File: src/rtl/rlts_pkg.sv
// rlts_pkg: shared types, constants and codes of the motor rl test sequencer
// no dependencies; imported by every module under rtl
`timescale 1ns / 1ps
`default_nettype none

package rlts_pkg;

    // sizing of the test run
    localparam int NUM_TESTS     = 4;
    localparam int WINDOW_CYCLES = 1024;  // power of two
    localparam int SAMPLE_W      = 16;

    // window counter counts up to WINDOW_CYCLES itself
    localparam int CNT_W     = $clog2(WINDOW_CYCLES + 1);
    localparam int ACC_START = 3 * WINDOW_CYCLES / 4;

    // squares of one axis pair, and their sum over a window
    localparam int SQ_W  = 2 * SAMPLE_W;
    localparam int MAG_W = SQ_W + 1;
    localparam int SUM_W = MAG_W + $clog2(WINDOW_CYCLES);

    // mean = sum * 4 / WINDOW_CYCLES
    localparam int MEAN_W     = 32;
    localparam int MEAN_SHIFT = $clog2(WINDOW_CYCLES) - 2;

    localparam int PHASE_W = 32;
    localparam int CFG_W   = 32;
    localparam int TEST_W  = 3;
    localparam int EXP_W   = 3;

    localparam logic [EXP_W-1:0] EXP_START = EXP_W'(2);
    localparam logic [EXP_W-1:0] EXP_MIN   = EXP_W'(1);
    localparam logic [EXP_W-1:0] EXP_MAX   = EXP_W'(5);

    // configuration register indexes
    localparam int CFG_IDX_W = 2;
    localparam logic [CFG_IDX_W-1:0] CFG_START_STEP = 2'd0;
    localparam logic [CFG_IDX_W-1:0] CFG_HIGH_LIMIT = 2'd1;
    localparam logic [CFG_IDX_W-1:0] CFG_LOW_LIMIT  = 2'd2;

    localparam logic [CFG_W-1:0] START_STEP_RESET = 32'd170891318;
    localparam logic [CFG_W-1:0] HIGH_LIMIT_RESET = 32'd16777216;
    localparam logic [CFG_W-1:0] LOW_LIMIT_RESET  = 32'd671089;

    // stream widths
    localparam int S_DATA_W = 4 * SAMPLE_W;
    localparam int RES_W    = 1 + PHASE_W + EXP_W + TEST_W + 2 + 2 * MEAN_W;
    localparam int M_DATA_W = ((RES_W + 7) / 8) * 8;

    typedef enum logic [1:0] {
        VERDICT_NONE     = 2'd0,
        VERDICT_LOWERED  = 2'd1,
        VERDICT_RAISED   = 2'd2,
        VERDICT_ACCEPTED = 2'd3
    } verdict_t;

    // controls shared by both accumulator lanes
    typedef struct packed {
        logic clear;
        logic add;
    } lane_ctrl_t;

    typedef struct packed {
        logic [MEAN_W-1:0]  mean_sq_voltage;
        logic [MEAN_W-1:0]  mean_sq_current;
        verdict_t           verdict;
        logic [TEST_W-1:0]  test_number;
        logic [EXP_W-1:0]   drive_exponent;
        logic [PHASE_W-1:0] drive_phase;
        logic               drive_on;
    } result_t;

endpackage

`default_nettype wire

File: src/rtl/rlts_sq_lane.sv
// rlts_sq_lane: squared magnitude of one alpha-beta pair, window sum and mean
// depends on rlts_pkg
`timescale 1ns / 1ps
`default_nettype none

module rlts_sq_lane
    import rlts_pkg::*;
(
    input  wire logic                       clk,
    input  wire logic                       rst_n,
    input  wire lane_ctrl_t                 ctrl,
    input  wire logic signed [SAMPLE_W-1:0] alpha,
    input  wire logic signed [SAMPLE_W-1:0] beta,
    output logic [MEAN_W-1:0]               mean
);

    logic [SUM_W-1:0]        sum_reg;
    logic [SUM_W-1:0]        sum_next;
    logic signed [SQ_W-1:0]  alpha_sq;
    logic signed [SQ_W-1:0]  beta_sq;
    logic [MAG_W-1:0]        mag;
    logic [SUM_W+MEAN_W-1:0] scaled;

    assign alpha_sq = alpha * alpha;
    assign beta_sq  = beta * beta;
    assign mag      = {1'b0, alpha_sq} + {1'b0, beta_sq};

    always_comb
    begin
        priority if (ctrl.clear)
        begin
            sum_next = '0;
        end
        else if (ctrl.add)
        begin
            sum_next = sum_reg + SUM_W'(mag);
        end
        else
        begin
            sum_next = sum_reg;
        end
    end

    always_ff @(posedge clk or negedge rst_n)
    begin
        if (!rst_n)
        begin
            sum_reg <= '0;
        end
        else
        begin
            sum_reg <= sum_next;
        end
    end

    // shift down to the mean, saturate to the mean width
    assign scaled = {{MEAN_W{1'b0}}, sum_reg} >> MEAN_SHIFT;
    assign mean   = (|scaled[SUM_W+MEAN_W-1:MEAN_W]) ? '1 : scaled[MEAN_W-1:0];

endmodule

`default_nettype wire

File: src/rtl/rlts_seq.sv
// rlts_seq: test sequencer, merges lane means into the window verdict
// depends on rlts_pkg; drives the controls of both rlts_sq_lane copies
`timescale 1ns / 1ps
`default_nettype none

module rlts_seq
    import rlts_pkg::*;
(
    input  wire logic                 clk,
    input  wire logic                 rst_n,
    input  wire logic                 cfg_we,
    input  wire logic [CFG_IDX_W-1:0] cfg_index,
    input  wire logic [CFG_W-1:0]     cfg_data,
    input  wire logic                 step,
    input  wire logic                 cmd,
    input  wire logic [MEAN_W-1:0]    i_mean,
    input  wire logic [MEAN_W-1:0]    v_mean,
    output lane_ctrl_t                lane_ctrl,
    output result_t                   result
);

    logic [CFG_W-1:0]   start_step_reg;
    logic [CFG_W-1:0]   high_limit_reg;
    logic [CFG_W-1:0]   low_limit_reg;

    logic [CNT_W-1:0]   cycle_count_reg;
    logic [CNT_W-1:0]   cycle_count_next;
    logic [TEST_W-1:0]  test_index_reg;
    logic [TEST_W-1:0]  test_index_next;
    logic [PHASE_W-1:0] phase_acc_reg;
    logic [PHASE_W-1:0] phase_acc_next;
    logic [PHASE_W-1:0] phase_step_reg;
    logic [PHASE_W-1:0] phase_step_next;
    logic [EXP_W-1:0]   volt_exp_reg;
    logic [EXP_W-1:0]   volt_exp_next;

    logic               running;
    logic               window_end;
    logic [PHASE_W-1:0] phase_base;
    verdict_t           verdict;
    logic [MEAN_W-1:0]  mi;
    logic [MEAN_W-1:0]  mv;

    always_ff @(posedge clk or negedge rst_n)
    begin
        if (!rst_n)
        begin
            start_step_reg <= START_STEP_RESET;
            high_limit_reg <= HIGH_LIMIT_RESET;
            low_limit_reg  <= LOW_LIMIT_RESET;
        end
        else if (cfg_we)
        begin
            unique case (cfg_index)
                CFG_START_STEP: start_step_reg <= cfg_data;
                CFG_HIGH_LIMIT: high_limit_reg <= cfg_data;
                CFG_LOW_LIMIT:  low_limit_reg  <= cfg_data;
                default:        ;
            endcase
        end
    end

    assign running    = (test_index_reg < TEST_W'(NUM_TESTS)) && (volt_exp_reg <= EXP_MAX);
    assign window_end = cycle_count_reg >= CNT_W'(WINDOW_CYCLES);

    always_comb
    begin
        cycle_count_next = cycle_count_reg;
        test_index_next  = test_index_reg;
        phase_acc_next   = phase_acc_reg;
        phase_step_next  = phase_step_reg;
        volt_exp_next    = volt_exp_reg;
        lane_ctrl        = '0;
        verdict          = VERDICT_NONE;
        mi               = '0;
        mv               = '0;
        phase_base       = phase_acc_reg;

        if (step)
        begin
            priority if (cmd)
            begin
                cycle_count_next = '0;
                test_index_next  = '0;
                phase_acc_next   = '0;
                phase_step_next  = start_step_reg;
                volt_exp_next    = EXP_START;
                lane_ctrl.clear  = 1'b1;
            end
            else if (running)
            begin
                if (window_end)
                begin
                    mi              = i_mean;
                    mv              = v_mean;
                    lane_ctrl.clear = 1'b1;
                    phase_base      = '0;
                    priority if (i_mean >= high_limit_reg && volt_exp_reg < EXP_MAX)
                    begin
                        volt_exp_next = volt_exp_reg + EXP_W'(1);
                        verdict       = VERDICT_LOWERED;
                    end
                    else if (i_mean < low_limit_reg && volt_exp_reg > EXP_MIN)
                    begin
                        volt_exp_next = volt_exp_reg - EXP_W'(1);
                        verdict       = VERDICT_RAISED;
                    end
                    else
                    begin
                        phase_step_next = phase_step_reg >> 1;
                        test_index_next = test_index_reg + TEST_W'(1);
                        verdict         = VERDICT_ACCEPTED;
                    end
                    cycle_count_next = CNT_W'(1);
                end
                else
                begin
                    lane_ctrl.add    = cycle_count_reg >= CNT_W'(ACC_START);
                    cycle_count_next = cycle_count_reg + CNT_W'(1);
                end
                phase_acc_next = phase_base + phase_step_next;
            end
            else
            begin
                // finished or idle: state holds
            end
        end
    end

    always_ff @(posedge clk or negedge rst_n)
    begin
        if (!rst_n)
        begin
            cycle_count_reg <= '0;
            test_index_reg  <= TEST_W'(NUM_TESTS);
            phase_acc_reg   <= '0;
            phase_step_reg  <= '0;
            volt_exp_reg    <= EXP_START;
        end
        else
        begin
            cycle_count_reg <= cycle_count_next;
            test_index_reg  <= test_index_next;
            phase_acc_reg   <= phase_acc_next;
            phase_step_reg  <= phase_step_next;
            volt_exp_reg    <= volt_exp_next;
        end
    end

    always_comb
    begin
        result.drive_on        = test_index_next < TEST_W'(NUM_TESTS);
        result.drive_phase     = phase_acc_next;
        result.drive_exponent  = volt_exp_next;
        result.test_number     = test_index_next;
        result.verdict         = verdict;
        result.mean_sq_current = mi;
        result.mean_sq_voltage = mv;
    end

`ifndef ASSERT_OFF
    a_test_range: assert property (@(posedge clk) disable iff (!rst_n)
        test_index_reg <= TEST_W'(NUM_TESTS))
        else $error("test index beyond run length");

    a_exp_range: assert property (@(posedge clk) disable iff (!rst_n)
        volt_exp_reg >= EXP_MIN && volt_exp_reg <= EXP_MAX)
        else $error("drive exponent out of range");

    a_count_range: assert property (@(posedge clk) disable iff (!rst_n)
        cycle_count_reg <= CNT_W'(WINDOW_CYCLES))
        else $error("window counter overran");

    a_start: assert property (@(posedge clk) disable iff (!rst_n)
        step && cmd |=> test_index_reg == '0 && phase_acc_reg == '0
                        && volt_exp_reg == EXP_START)
        else $error("start did not reinitialize the run");
`endif

endmodule

`default_nettype wire

File: src/rtl/motor_rl_test_sequencer_top.sv
// motor_rl_test_sequencer_top: stream ports, output register, lanes and sequencer
// depends on rlts_pkg, rlts_sq_lane and rlts_seq
`timescale 1ns / 1ps
`default_nettype none

// Motor resistance/inductance test sequencer. Each input transfer is one PWM
// cycle (tuser = 0) or a start command (tuser = 1); every input transfer gives
// exactly one output transfer. One item is taken every clock while the output
// register is free or draining: the drive phase, window counter and two
// square-and-accumulate lanes (current and voltage) all update in the cycle
// the item is taken, and its result is captured in an output register by the
// same clock edge. The input stays ready while the output register is empty
// or is being drained in the same cycle. At the end of each window the
// lane sums are shifted to mean squares, compared against the two current
// limits and the exponent, test index and phase step updated. Reset leaves the
// block finished (test number four) until a start command; no clearing pass.
// Configuration writes take effect at the next clock and should be made while
// no transfer is outstanding.

module motor_rl_test_sequencer_top
    import rlts_pkg::*;
(
    input  wire logic                 clk,
    input  wire logic                 rst_n,

    // configuration: 0 start_phase_step, 1 high_current_sq_limit,
    // 2 low_current_sq_limit
    input  wire logic                 cfg_we,
    input  wire logic [CFG_IDX_W-1:0] cfg_index,
    input  wire logic [CFG_W-1:0]     cfg_data,

    input  wire logic                 s_tvalid,
    output logic                      s_tready,
    // i_alpha, i_beta, v_alpha, v_beta
    input  wire logic [S_DATA_W-1:0]  s_tdata,
    // cmd
    input  wire logic [0:0]           s_tuser,

    output logic                      m_tvalid,
    input  wire logic                 m_tready,
    // drive_on, drive_phase, drive_exponent, test_number, verdict,
    // mean_sq_current, mean_sq_voltage, zero fill
    output logic [M_DATA_W-1:0]       m_tdata
);

    logic       accept;
    logic       out_valid_reg;
    logic       out_valid_next;
    result_t    out_res_reg;
    result_t    res;
    lane_ctrl_t lane_ctrl;

    logic [MEAN_W-1:0] i_mean;
    logic [MEAN_W-1:0] v_mean;

    // input transfer whenever the output slot is free or being emptied
    assign s_tready = !out_valid_reg || m_tready;
    assign accept   = s_tvalid && s_tready;

    // current lane
    rlts_sq_lane u_i_lane (
        .clk   (clk),
        .rst_n (rst_n),
        .ctrl  (lane_ctrl),
        .alpha (s_tdata[SAMPLE_W-1:0]),
        .beta  (s_tdata[2*SAMPLE_W-1:SAMPLE_W]),
        .mean  (i_mean)
    );

    // voltage lane
    rlts_sq_lane u_v_lane (
        .clk   (clk),
        .rst_n (rst_n),
        .ctrl  (lane_ctrl),
        .alpha (s_tdata[3*SAMPLE_W-1:2*SAMPLE_W]),
        .beta  (s_tdata[4*SAMPLE_W-1:3*SAMPLE_W]),
        .mean  (v_mean)
    );

    // sequencer merges the lane means into the window verdict
    rlts_seq u_seq (
        .clk       (clk),
        .rst_n     (rst_n),
        .cfg_we    (cfg_we),
        .cfg_index (cfg_index),
        .cfg_data  (cfg_data),
        .step      (accept),
        .cmd       (s_tuser[0]),
        .i_mean    (i_mean),
        .v_mean    (v_mean),
        .lane_ctrl (lane_ctrl),
        .result    (res)
    );

    always_comb
    begin
        priority if (accept)
        begin
            out_valid_next = 1'b1;
        end
        else if (m_tready)
        begin
            out_valid_next = 1'b0;
        end
        else
        begin
            out_valid_next = out_valid_reg;
        end
    end

    always_ff @(posedge clk or negedge rst_n)
    begin
        if (!rst_n)
        begin
            out_valid_reg <= 1'b0;
        end
        else
        begin
            out_valid_reg <= out_valid_next;
        end
    end

    // result payload, no reset needed
    always_ff @(posedge clk)
    begin
        if (accept)
        begin
            out_res_reg <= res;
        end
    end

    assign m_tvalid = out_valid_reg;
    // struct packs drive_on in bit 0 up to mean_sq_voltage at the top
    assign m_tdata  = M_DATA_W'(out_res_reg);

endmodule

`default_nettype wire
File: config.mk
export PLATFORM = sky130hd
export DESIGN_NAME = motor_rl_test_sequencer_top
export DESIGN_NICKNAME = d
export VERILOG_FILES = /design/src/rtl/rlts_pkg.sv /design/src/rtl/rlts_sq_lane.sv /design/src/rtl/rlts_seq.sv /design/src/rtl/motor_rl_test_sequencer_top.sv
export SDC_FILE = /design/constraint.sdc
export NUM_CORES = 2
export LEC_CHECK = 0
export BUFFER_PORTS_ARGS = -buffer_cell sky130_fd_sc_hd__buf_2
export CORE_ASPECT_RATIO = 1.4
export CORE_MARGIN = 4
export CORE_UTILIZATION = 25
export CTS_CLUSTER_SIZE = 14
export DETAILED_ROUTE_END_ITERATION = 8
export MAX_ROUTING_LAYER = met4
export PLACE_DENSITY = 0.45
export SYNTH_ARGS = -nofsm -noshare
export SYNTH_HDL_FRONTEND = slang
export SYNTH_SLANG_ARGS = --single-unit
export TNS_END_PERCENT = 10
File: constraint.sdc
create_clock -name clk -period 6.7 [get_ports clk]
set_input_delay 0.335 -clock clk [delete_from_list [all_inputs] [get_ports clk]]
set_output_delay 0.335 -clock clk [all_outputs]
set_load 0.02 [all_outputs]
==> summary.md <==
| Metric | Value |
|---|---|
| Status | finished with violations |
| Failing checks | setup timing |
| Post-synthesis sequential area ratio | 0.167 |
| Num rows | 209 |
| # clock sinks | 369 |
| Maximum number of pins on one net before global-route repair | 168 |
| CP endpoint kind | flip-flop |
| Final Net Count | 9,016 |
| Port bufs | 210 |
| Fin. Hold Viols | 0 |
| Global route overflow | 0 |
| CTS buffer count | 45 |
| Placed inst area | 71,200 um^2 |
| Sequential Area | 9790 um^2 |
| Starting Density | 0.252 |
| Clock buffer depth | 3 |
| Worst r2r src | u_i_lane.sum_reg[40]$_DFFE_PN0P_ |
| Fill count | 24,300 |
| Design Area, Final | 75,000 um^2 |
| Final WS setup | -1.06 ns |
| Setup-failing EPs final | 48 |
| Cell Area, Synth | 58,500 um^2 |
| Die area | 242,000 um^2 |
| Chip width | 417 um |
| Top cell by count, worst path | fa_1 |
| Worst reg-to-reg path cell count | 26 |
| Post-route DRC | 0 |
| Clk root buf | clkbuf_16 |
| Post-synth top area share | 0.347 |
| Final min period | 7.76 ns |
| Drt pass-1 iters | 7 |
| Hold/Removal Path Class | in -> reg |
| Post-Syn Instances | 6,193 |
| Worst path max stage delay | 0.54 ns |
| CTS tree | built |
| Syn Area/Cell | 9.44 um^2 |
| Reg-to-reg setup timing slack | 0.24 ns |
| Global-route wire length before repair | 279 mm |
| Worst EP arrival | 8.25 ns |
| MaxCap Viol Count | 0 |
| Synth cell count leaders | inv_1 (1,514), fa_1 (1,014), ha_1 (511), nand2_1 (497), nor2_1 (345) |
| Tcrit/Tclk final | 1.16 |
| RSZ-0062 raised after global routing | true |
| Largest register FFs | 105 |
| H-tree Lvls | 2 |
| Library cells used by synthesis | 94 |
| FFs w/ async S/R, synth | 0.715 |
| Layout cells sized above 1 | 0.257 |
| Post-synth EDFFs | 105 |
| Core box area | 232,000 um^2 |
| Slowest CP cell | fa_1 |
| Post-Route WL | 174 mm |
| Die Ht | 580 um |
| Hold Startpoint | cfg_data[20] |
| Maximum net fanout on the critical path | 7 |
| YS warnings | 0 |
| Hold Crit Endpoint | u_seq.low_limit_reg[20]$_DFFE_PN0P_ |
| Max Clock Freq | 129 MHz |
| Synthesis-stage register bit count | 369 |
| Slew margin rel. | 0.253 |
| Global Route Usage Sum | 0.150 |
| Area occupied by multi-input gates | 44,200 um^2 |
| Most used DFF post-synth | dfrtp_1 |
| Post-DP HPWL | 150 mm |
| DR iter-0 viols | 1,689 |
| Worst-margin pin slew | 1.12 ns |
| Synth area leader | fa_1 |
| Ports | 218 |
| Final Max Tran Viols | 0 |
| Worst R2R End | m_tdata[30]$_DFFE_PP_ |
| Hold path depth | 2 |
| Later-pin clock latency in the skew report | 0.62 ns |
| CP Class | in -> reg |
| Non-filler cells, final | 10,500 |
| Placer Congestion | 0.852 |
| Routed vias | 45,200 |
| Area grow syn2layout | 28.3% |
| Clock Skew | 0.0525 ns |
| Worst Setup Start Kind | input port |
| Routed WL per cell | 16.6 um |
| Most common cell in the netlist | inv_1 |
| Area contributors post-synth | fa_1 (35%), ha_1 (11%), dfrtp_1 (10%) |
| Vias per cell | 4.31 |
| Number of global-route vias before repair | 50,300 |
| Initial antenna violation count | 24 |
| Clock-pin slew on the worst setup and hold paths | 0.06 ns |
| Routed Antenna Nets | 0 |
| Cells after DPL | 10,300 |
| WP data required | 7.19 ns |
==> cell usage in the layout (no fill, tap or decap), types with 26 or more instances in the layout <==
master     netlist  layout
and2_1         191     170
nand2_1        497     470
o21a_1          26      26
xnor2_1        150     135
nor2_1         345     331
o22ai_1         61      58
fa_1          1014     981
a21oi_2          0      45
buf_2           10     159
ha_4             0      50
a21o_1         100     100
fa_2             0      33
buf_4            7    1064
inv_1         1514    1476
mux2_2         126     126
edfxtp_1       105     105
xor2_1          89      78
dfstp_2         28      28
a21oi_1        231     185
nand2b_1        56      53
nor3_1          37      29
inv_2            0      30
ha_1           511     456
o21ai_0        194     153
nand3_1         55      52
dfrtp_1        236     236
nor2b_1         68      65
o21ai_1          6      31
clkbuf_16        0      45
buf_6            1      49
==> logic make-up (layout without fill, tap and decap cells) <==
logic type,count (synthesis),after routing,synth area share
multiplexers,134,134,0.0256
flip-flops,369,369,0.167
buffers and inverters,1698,2922,0.110
AO/OA/AOI/OAI,845,846,0.0925
AND/OR/NAND/NOR,1382,1382,0.112
other,1,11,0.0000641
adder cells (fa/ha/maj),1525,1525,0.456
XOR/XNOR,239,239,0.0358
==> routing by layer <==
metal,part of all wire,track usage,vias up
li1,-,-,21600
met3,0.020,0.00947,169
met2,0.55,0.282,510
met4,0.020,0.0285,0
met5,0,-,-
met1,0.41,0.176,22900
==> through the flow <==
step / TNS (ns) / hold WS, ns / setup WS [ns] / utilization
global route: -45.33 / 0.0309 / -1.37 / 0.323
floorplan: -38.74 / 0.0394 / -1.05 / -
global placement: -85.35 / 0.463 / -1.86 / 0.306
finish: -28.31 / 0.0525 / -1.06 / 0.323
CTS: -29.06 / 0.00900 / -0.982 / 0.320
detailed placement: -85.73 / 0.461 / -1.95 / 0.306
==> worst max-delay path: cells and delay by family <==
| kind | cells | cell delay (ns) |
|---|---|---|
| adder cells (fa/ha/maj) | 9 | 3.85 |
| AND/OR/NAND/NOR | 5 | 0.79 |
| buffers and inverters | 8 | 0.93 |
| AO/OA/AOI/OAI | 12 | 2.23 |
| XOR/XNOR | 1 | 0.09 |
==> worst max path at each step <==
stage	slack, ns	to	depth (start not counted)	start
after floorplan	-1.05	u_i_lane.sum_reg[36]$_DFFE_PN0P_	30	s_tdata[11]
after detailed placement	-1.95	u_i_lane.sum_reg[36]$_DFFE_PN0P_	30	s_tdata[24]
final	-1.06	u_v_lane.sum_reg[34]$_DFFE_PN0P_	35	s_tdata[47]
after global placement	-1.86	u_i_lane.sum_reg[41]$_DFFE_PN0P_	32	s_tdata[17]
after global routing	-1.37	u_v_lane.sum_reg[40]$_DFFE_PN0P_	37	s_tdata[39]
after CTS	-0.98	u_v_lane.sum_reg[34]$_DFFE_PN0P_	35	s_tdata[35]
==> final cells by class <==
type,instances,area share
inverters,1515,0.0762
well taps,3059,0.0510
flip-flops and latches,369,0.131
clock buffers,51,0.0156
repair buffers,1323,0.134
clock inverters,33,0.00380
multi-input cells,4133,0.589
diodes,4,0.000133
==> what timing repair did <==
action,4_1_cts,5_1_grt
cloned,2,1
setup buffers,29,9
hold buffers,24,0
endpoints found under the hold margin,159,0
pin swaps,154,68
setup endpoints to repair,58,70
resized for setup,310,136
Power is left out: the tool's default activity adds up to more than one toggle a clock period on the data nets, which glitch-free logic cannot reach.
